==> config.mk <==
export PLATFORM = sky130hd
export DESIGN_NAME = array_linked_list_manager
export DESIGN_NICKNAME = d
export VERILOG_FILES = /design/src/rtl/allm_pkg.sv /design/src/rtl/array_linked_list_manager.sv
export SDC_FILE = /design/constraint.sdc
export NUM_CORES = 1
export LEC_CHECK = 0
export BUFFER_PORTS_ARGS = -buffer_cell sky130_fd_sc_hd__buf_2
export CORE_MARGIN = 2
export CORE_UTILIZATION = 30
export CTS_BUF_LIST = sky130_fd_sc_hd__clkbuf_16
export DETAILED_ROUTE_END_ITERATION = 8
export PLACE_DENSITY = 0.47
export SETUP_SLACK_MARGIN = 0.02
export SYNTH_ARGS = -nofsm -noshare
export SYNTH_HDL_FRONTEND = slang
export SYNTH_SLANG_ARGS = --single-unit
==> constraint.sdc <==
create_clock -name clk -period 4.8 [get_ports clk]
set_clock_uncertainty 0.15 [all_clocks]
set_input_delay 0.72 -clock clk [delete_from_list [all_inputs] [get_ports clk]]
set_output_delay 0.72 -clock clk [all_outputs]
set_load 0.01 [all_outputs]
==> src/rtl/allm_pkg.sv <==
// shared types and constants for the array linked list manager
`default_nettype none

package allm_pkg;

  // field widths of the stream payloads
  localparam int ACTION_W = 2;
  localparam int VALUE_W  = 32;
  localparam int STATUS_W = 2;
  localparam int COUNT_W  = 5;
  localparam int IN_TDATA_W  = 40;
  localparam int OUT_TDATA_W = 40;

  // request codes
  typedef enum logic [ACTION_W-1:0] {
    ACT_APPEND  = 2'd0,
    ACT_PREPEND = 2'd1,
    ACT_READ    = 2'd2,
    ACT_LENGTH  = 2'd3
  } action_t;

  // result status codes
  localparam logic [STATUS_W-1:0] STS_OK    = 2'd0;
  localparam logic [STATUS_W-1:0] STS_FULL  = 2'd1;
  localparam logic [STATUS_W-1:0] STS_EMPTY = 2'd2;

  // list walk sequencer
  typedef enum logic {
    WALK_IDLE = 1'b0,
    WALK_RUN  = 1'b1
  } walk_state_t;

endpackage

`default_nettype wire

==> src/rtl/array_linked_list_manager.sv <==
// array backed singly linked list with append, prepend, read-out and length
// insert and length: result is registered and valid in the cycle after the input transfer
// read-out: the first element goes through the registered read of the value and link memories
//   and then the output register; after that one element per cycle unless the output stalls
// a new input is taken once the walk is done and the output register is free
// reset clears the fill count, pointers, walk state and output valid; the
//   value and link memories are not cleared
`default_nettype none

module array_linked_list_manager #(
  parameter int CAPACITY = 16
) (
  input  wire logic                              clk,
  input  wire logic                              rst,
  input  wire logic                              s_axis_tvalid,
  output logic                                   s_axis_tready,
  // [1:0] action, [33:2] value, [39:34] zero
  input  wire logic [allm_pkg::IN_TDATA_W-1:0]   s_axis_tdata,
  output logic                                   m_axis_tvalid,
  input  wire logic                              m_axis_tready,
  // [31:0] item, [33:32] status, [38:34] count, [39] zero
  output logic [allm_pkg::OUT_TDATA_W-1:0]       m_axis_tdata,
  output logic                                   m_axis_tlast
);
  import allm_pkg::*;

  localparam int IW = (CAPACITY > 1) ? $clog2(CAPACITY) : 1;
  localparam int CW = $clog2(CAPACITY + 1);

  // storage: slots fill in order since entries are never removed
  logic signed [VALUE_W-1:0] value_mem [CAPACITY];
  logic [IW-1:0]             link_mem  [CAPACITY];

  walk_state_t state, state_next;
  logic [CW-1:0] fill, fill_next;
  logic [CW-1:0] remaining;
  logic [IW-1:0] head, tail;

  // registered memory read data
  logic signed [VALUE_W-1:0] rd_value;
  logic [IW-1:0]             rd_link;

  // output register
  logic                      out_valid;
  logic signed [VALUE_W-1:0] out_item;
  logic [STATUS_W-1:0]       out_status;
  logic [COUNT_W-1:0]        out_count;
  logic                      out_last;

  // input decode
  action_t                   in_action;
  logic signed [VALUE_W-1:0] in_value;
  logic accept, out_free, full, empty;
  logic [IW-1:0] slot;

  // control decisions
  logic                      rd_en;
  logic [IW-1:0]             rd_addr;
  logic                      load;
  logic signed [VALUE_W-1:0] load_item;
  logic [STATUS_W-1:0]       load_status;
  logic                      load_last;
  logic                      ins_ok;
  logic                      val_we;
  logic                      link_we;
  logic [IW-1:0]             link_waddr;
  logic [IW-1:0]             link_wdata;
  logic                      walk_start;

  assign in_action = action_t'(s_axis_tdata[ACTION_W-1:0]);
  assign in_value  = s_axis_tdata[ACTION_W +: VALUE_W];
  assign accept    = s_axis_tvalid && s_axis_tready;
  assign out_free  = !out_valid || m_axis_tready;
  assign full      = (fill == CW'(CAPACITY));
  assign empty     = (fill == '0);
  assign slot      = fill[IW-1:0];
  assign fill_next = fill + CW'(ins_ok);

  // input ready while idle and the output register can take a result
  assign s_axis_tready = (state == WALK_IDLE) && out_free;

  // next state
  always_comb begin
    state_next = state;
    case (state)
      WALK_IDLE: if (walk_start) state_next = WALK_RUN;
      WALK_RUN:  if (out_free && remaining == CW'(1)) state_next = WALK_IDLE;
      default:   state_next = WALK_IDLE;
    endcase
  end

  // control outputs per state
  always_comb begin
    rd_en       = 1'b0;
    rd_addr     = head;
    load        = 1'b0;
    load_item   = '0;
    load_status = STS_OK;
    load_last   = 1'b1;
    ins_ok      = 1'b0;
    val_we      = 1'b0;
    link_we     = 1'b0;
    link_waddr  = slot;
    link_wdata  = head;
    walk_start  = 1'b0;
    case (state)
      WALK_IDLE: begin
        if (accept) begin
          case (in_action)
            ACT_APPEND, ACT_PREPEND: begin
              load = 1'b1;
              if (full) begin
                load_status = STS_FULL;
              end else begin
                ins_ok = 1'b1;
                val_we = 1'b1;
                // prepend links the new slot to the head, append links the tail to it
                if (!empty) begin
                  link_we = 1'b1;
                  if (in_action == ACT_APPEND) begin
                    link_waddr = tail;
                    link_wdata = slot;
                  end
                end
              end
            end
            ACT_READ: begin
              if (empty) begin
                load        = 1'b1;
                load_status = STS_EMPTY;
              end else begin
                rd_en      = 1'b1;
                walk_start = 1'b1;
              end
            end
            default: load = 1'b1;
          endcase
        end
      end
      WALK_RUN: begin
        // follow the link of the element just read
        rd_addr = rd_link;
        if (out_free) begin
          load      = 1'b1;
          load_item = rd_value;
          load_last = (remaining == CW'(1));
          rd_en     = (remaining != CW'(1));
        end
      end
      default: ;
    endcase
  end

  // memories: inserts and walks never overlap, so no forwarding is needed
  always_ff @(posedge clk) begin
    if (val_we) begin
      value_mem[slot] <= in_value;
    end
    if (link_we) begin
      link_mem[link_waddr] <= link_wdata;
    end
    if (rd_en) begin
      rd_value <= value_mem[rd_addr];
      rd_link  <= link_mem[rd_addr];
    end
  end

  // list control state
  always_ff @(posedge clk) begin
    if (rst) begin
      state     <= WALK_IDLE;
      fill      <= '0;
      remaining <= '0;
      head      <= '0;
      tail      <= '0;
    end else begin
      state <= state_next;
      fill  <= fill_next;
      if (ins_ok) begin
        if (empty) begin
          head <= slot;
          tail <= slot;
        end else if (in_action == ACT_APPEND) begin
          tail <= slot;
        end else begin
          head <= slot;
        end
      end
      if (walk_start) begin
        remaining <= fill;
      end else if (state == WALK_RUN && out_free) begin
        remaining <= remaining - CW'(1);
      end
    end
  end

  // output register
  always_ff @(posedge clk) begin
    if (rst) begin
      out_valid <= 1'b0;
    end else if (load) begin
      out_valid <= 1'b1;
    end else if (m_axis_tready) begin
      out_valid <= 1'b0;
    end
  end

  always_ff @(posedge clk) begin
    if (load) begin
      out_item   <= load_item;
      out_status <= load_status;
      out_count  <= COUNT_W'(fill_next);
      out_last   <= load_last;
    end
  end

  assign m_axis_tvalid = out_valid;
  assign m_axis_tlast  = out_last;
  assign m_axis_tdata  = {1'b0, out_count, out_status, out_item};

endmodule

`default_nettype wire

* Yosys cells after proc, flatten, opt, wreduce, memory -nomap -nowiden *
Memories as Yosys holds them, arrays and structs flattened. A register that Yosys moved wholly into a read port is not among the register bits.
Index checks and enable logic that the tools add are counted.

cells by class
  $add $sub $neg = 2
  equal/unequal tests = 6
  mux-type cells = 50
  bitwise logic cells = 2
  reductions and logical operators = 16

operator list
  cell                   number
  $mux W4                17
  $mux W1                26
  $mux W5                2
  $pmux W1 S2            3
  $reduce_and A2 Y1      3
  $reduce_bool A2 Y1     3
  $add A5 B1 Y5          1
  $eq A5 B1 Y1 const B   1
  $eq A5 B5 Y1 const B   1
  $logic_not A5 Y1       1
  $ne A5 B1 Y1 const B   1
  $sub A5 B1 Y5 const B  1
  $logic_and A1 B1 Y1    4
  $pmux W2 S2            1
  $reduce_or A2 Y1       2
  $eq A2 B1 Y1 const B   1
  $eq A2 B2 Y1 const B   1
  $logic_not A2 Y1       1
  $mux W2                1
  $ne A2 B2 Y1 const B   1
  $not A1 Y1             2
  $logic_not A1 Y1       1
  $logic_or A1 B1 Y1     1

storage, ports and cells
  bits in registers = 60
  memory bits (writable) = 576
  bits of input ports = 44
  output and inout port bits = 43
  logic and storage cells = 88
  memories = 2

memory list
  name       words  bits a word  read ports  clocked after memory_dff  wr ports  line                             RTL
  value_mem  16     32           1           1                         1         array_linked_list_manager.sv:31  logic signed [VALUE_W-1:0] value_mem [CAPACITY];
  link_mem   16     4            1           1                         1         array_linked_list_manager.sv:32  logic [IW-1:0] link_mem [CAPACITY];

* Logic depth before layout (Yosys ltp) *
  word-level depth = 8
  depth in mapped cells = 10
  mapped depth without buffers = 8

* Worst setup path before layout *
No wires, ideal clock.

  kind = input port to flip-flop
  start point = input s_axis_tdata[1] (netlist bit)
  end point = memory value_mem[6][0], enable pin
  library setup time = 0.461 ns
  data arrival time = 3.910 ns
  data required time = 4.189 ns
  path slack = 0.279 ns
  stages on the path = 5
  buffers on the path = 2
  path through = clkbuf_1 > nor4_1 > buf_2 > nand3_1 > nor3_1

between the ends
  longest elaborated chain between the ends = 7
  elaborated cells on any way between the ends = 8
  those cells by class = eq/ne (1); mux (5); reduce/logical (2)

RTL lines
  item                                                     line                              RTL
  start: declaration                                       array_linked_list_manager.sv:18   input wire logic [allm_pkg::IN_TDATA_W-1:0] s_axis_tdata,
  $eq A2 B1 Y1 / $logic_not A2 Y1 (equally long branches)  array_linked_list_manager.sv:109  case (in_action)
  $reduce_or A2 Y1 (*)                                     array_linked_list_manager.sv:109
  $mux W1 (*)                                              array_linked_list_manager.sv:109
  $mux W1 (*)                                              array_linked_list_manager.sv:108  if (accept) begin
  $mux W1 (*)                                              array_linked_list_manager.sv:106  case (state)
  $mux W1 (*)                                              array_linked_list_manager.sv:156  if (val_we) begin
  $mux W1 (not written as such) (*)                        array_linked_list_manager.sv:157  value_mem[slot] <= in_value;
  end: declaration                                         array_linked_list_manager.sv:31

Every way passes the cells marked *; elsewhere a longest branch is shown, timed or not.

* Worst setup path after layout *
  start point = register state
  end point = register rd_value[10], read port of value_mem, data pin

between the ends
  longest elaborated chain between the ends = 5
  elaborated cells on any way between the ends = 6
  those cells by class = mux (3); bitwise (1); reduce/logical (2)

RTL lines
  item                      line                              RTL
  start: declaration        array_linked_list_manager.sv:34   walk_state_t state, state_next;
  start signal: assignment  array_linked_list_manager.sv:177  state <= state_next;
  $not A1 Y1                n/a
  $logic_and A1 B1 Y1       array_linked_list_manager.sv:80   assign s_axis_tready = (state == WALK_IDLE) && out_free;
  $logic_and A1 B1 Y1       array_linked_list_manager.sv:72   assign accept = s_axis_tvalid && s_axis_tready;
  $mux W1                   array_linked_list_manager.sv:108
  $pmux W1 S2               array_linked_list_manager.sv:106
  end: declaration          array_linked_list_manager.sv:40   logic signed [VALUE_W-1:0] rd_value;

Parallel ways exist; a longest one is shown, timed or not.
A chain may end at the register's enable or synchronous reset.

==> flow_summary.yaml <==
clock_tree:
  cts_setup_buffers: 0
  cts_root_buffer: "clkbuf_16"
  clock-sinks: 672
  htree_num_levels: 3
  clockBufferDepth: 3
  clk-insertion-delay-late_ns: 0.60
  cts-resized-gates: 0
  cts_buffers: 75
  path_clk_slew_ns: 0.06
  tritoncts: "built"
  cts_hold_buf: 0
synthesis:
  seq_area_frac_synth_pct: 77.3
  synth-seq-cells: 672
  syn_inst: 1439
  async_flop_share_pct: 0
  synth_cell_types: 52
  ys.flop_type: "edfxtp_1"
  synth_nets: 1487
  synth_edf_count: 652
  syn_area_sq_mm: 0.0258
  syn_avg_cell_area_sq_um: 18.0
  synth-warning-count: 0
drt:
  routedLengthMet1_mm: 29.4
  drc: 0
  route.vias.total: 13200
  ant_nets: 0
  postRouteWirelength_mm: 64.0
  wl_met2_mm: 30.4
  vias_per_cell: 4.80
  detail_route.first_pass.iterations: 5
  wl_per_cell_um: 23.2
  drtIter0Drc: 917
  wl_met3_mm: 2.77
  highest_layer: "met5"
floorplan:
  rows: 107
  core-area_sq_mm: 0.0853
  dieArea_sq_mm: 0.0885
  chipHeight_um: 297
  die_x_um: 297
  floorplan.initialDensity_pct: 30.3
  io_pins: 87
min_path:
  hold_end: "head[1]"
  min_path_cells: 3
  hp-class: "in2reg"
  min-delay-start: "s_axis_tdata[0]"
critical_path:
  critical_path_class: "reg2reg"
  start_kind: "flop"
  reg2reg_depth: 5
  path_max_fanout: 82
  required_ns: 4.98
  endpoint_kind: "flop"
  r2r_end: "rd_value[10]"
  reg2reg_from: "state"
  crit_arrival_ns: 3.83
  reg2reg_slack_ns: 1.14
finish:
  diodes: 0
  mostFrequentLayoutCell: "edfxtp_1"
  drive_gt1_share_pct: 16.9
  area_delta_synth_final_pct: 17.6
  fin_util_pct: 35.6
  layout_common_cells: "edfxtp_1, mux2i_1, o22ai_1"
  nets: 1609
  fin_area_sq_mm: 0.0304
  layout.cells.non_filler: 2758
place:
  dpl_cell_area_sq_mm: 0.0280
  post-place-ws_ns: 1.10
  placed_cells: 2628
  post-dp-hpwl_mm: 36.0
  finalWeightedCongestion: 0.723
  place.port_buffers: 79
grt:
  grt_pass1_wl_mm: 92.7
  track_usage_pct: 14.3
  grt_start_max_net_pins: 83
  grt_antenna_before_repair: 7
  grt.overflow.total: 0
  grt_pass1_vias: 13300
pwr:
  ir_drop_v: 0.000242
  power_density_mw_per_mm2: 409
  cellLeakagePower_nw: 11.8
  p_total_mw: 12.4
sta:
  rsz0062_at_grt: "false"
  clock.fmax_mhz: 274
  fin_crit_ns: 3.66
  slew_headroom_pct: 32.7
  setup_slack_ns: 1.14
  hold_slack_ns: 0.322
  finalSetupViolations: 0
  final_hold_viol_count: 0
  fin_tns_setup_ns: 0
  finalMaxSlewViolations: 0
  finalCritPeriodShare_pct: 76.2
  worst_pin_slew_ns: 1.01
run_status:
  status: "complete, no violations"
run:
  maxCapViolations: 0
[synthesized netlist by cell type (3+ instances only)]
library cell	count	share of area (%)
mux2_2	6	0.26
o41ai_1	3	0.10
xor2_1	3	0.10
dfxtp_1	20	1.5
buf_2	46	0.89
mux2i_1	294	11
nor3_1	8	0.15
nor2_1	32	0.46
a22o_1	4	0.14
nor4_1	6	0.15
and3b_1	3	0.10
or4_1	39	1.1
o22ai_1	144	3.5
o21ai_2	8	0.27
edfxtp_1	652	76
inv_1	4	0.058
buf_4	9	0.26
or3_1	3	0.073
o21ai_0	5	0.097
nand2_1	12	0.17
or2_2	3	0.073
nor4b_1	3	0.10
nor2b_1	8	0.19
nor3b_1	5	0.15
nand3_1	11	0.21
nand2b_1	5	0.12
clkbuf_1	24	0.35
buf_1	4	0.058
and3_1	33	0.80
a21oi_1	9	0.17
ha_1	4	0.19
[final cells by class]
class | instances | area, sq um
Fill cell | 8046 | 54900
Sequential cell | 672 | 20000
Multi-Input combinational cell | 678 | 5620
Clock buffer | 77 | 1930
Tap cell | 1144 | 1430
Timing Repair Buffer | 130 | 978
Clock inverter | 53 | 442
Inverter | 4 | 15.0
[worst max-delay path by stage]
stage	start	endpoint	cells after the start
after CTS	state	rd_link[3]	6
after floorplan	s_axis_tdata[1]	value_mem[6][0]	5
after global placement	s_axis_tvalid	value_mem[15][6]	6
after global routing	state	rd_link[1]	6
final	state	rd_value[10]	5
after detailed placement	state	rd_link[3]	6
[cells by family after synthesis]
logic type / Yosys count / synth area share (%)
other: 1 / 0.0145
DFF: 672 / 77.3
buffers and inverters: 89 / 1.70
muxes: 300 / 11.7
adders and majority gates: 4 / 0.194
xor gates and xnor gates: 5 / 0.170
and+or+nand+nor: 180 / 4.18
AOI/OAI and AO/OA: 188 / 4.76
[flip-flops by register name (all words and copies together), names as in the netlist]
name / flops
m_axis_tlast: 1
out_item: 32
link_mem: 64
fill: 5
value_mem: 512
state: 1
rd_link: 4
head: 4
remaining: 5
tail: 4
rd_value: 32
out_status: 2
out_count: 5
m_axis_tvalid: 1
[worst max-delay path, stage by stage, from the launching register on]
cell     delay (ns)
dfxtp_2        0.86
mux2i_4        0.72
buf_12         0.53
mux2i_1        0.26
o22ai_1        0.12
or4_1          0.62
[report_power, final]
part | internal, mW | switching (mW)
combinational | 0.118 | 0.266
sequential | 6.50 | 0.0230
clock | 3.27 | 2.24
total | 9.89 | 2.53
[layer usage]
layer,global-route usage (%),vias to the layer above
li1,-,6087
met1,19.6,6750
met2,23.3,281
met3,2.61,105
met4,3.88,8
met5,0,-
Note: power is estimated with default switching activity, not from simulation.
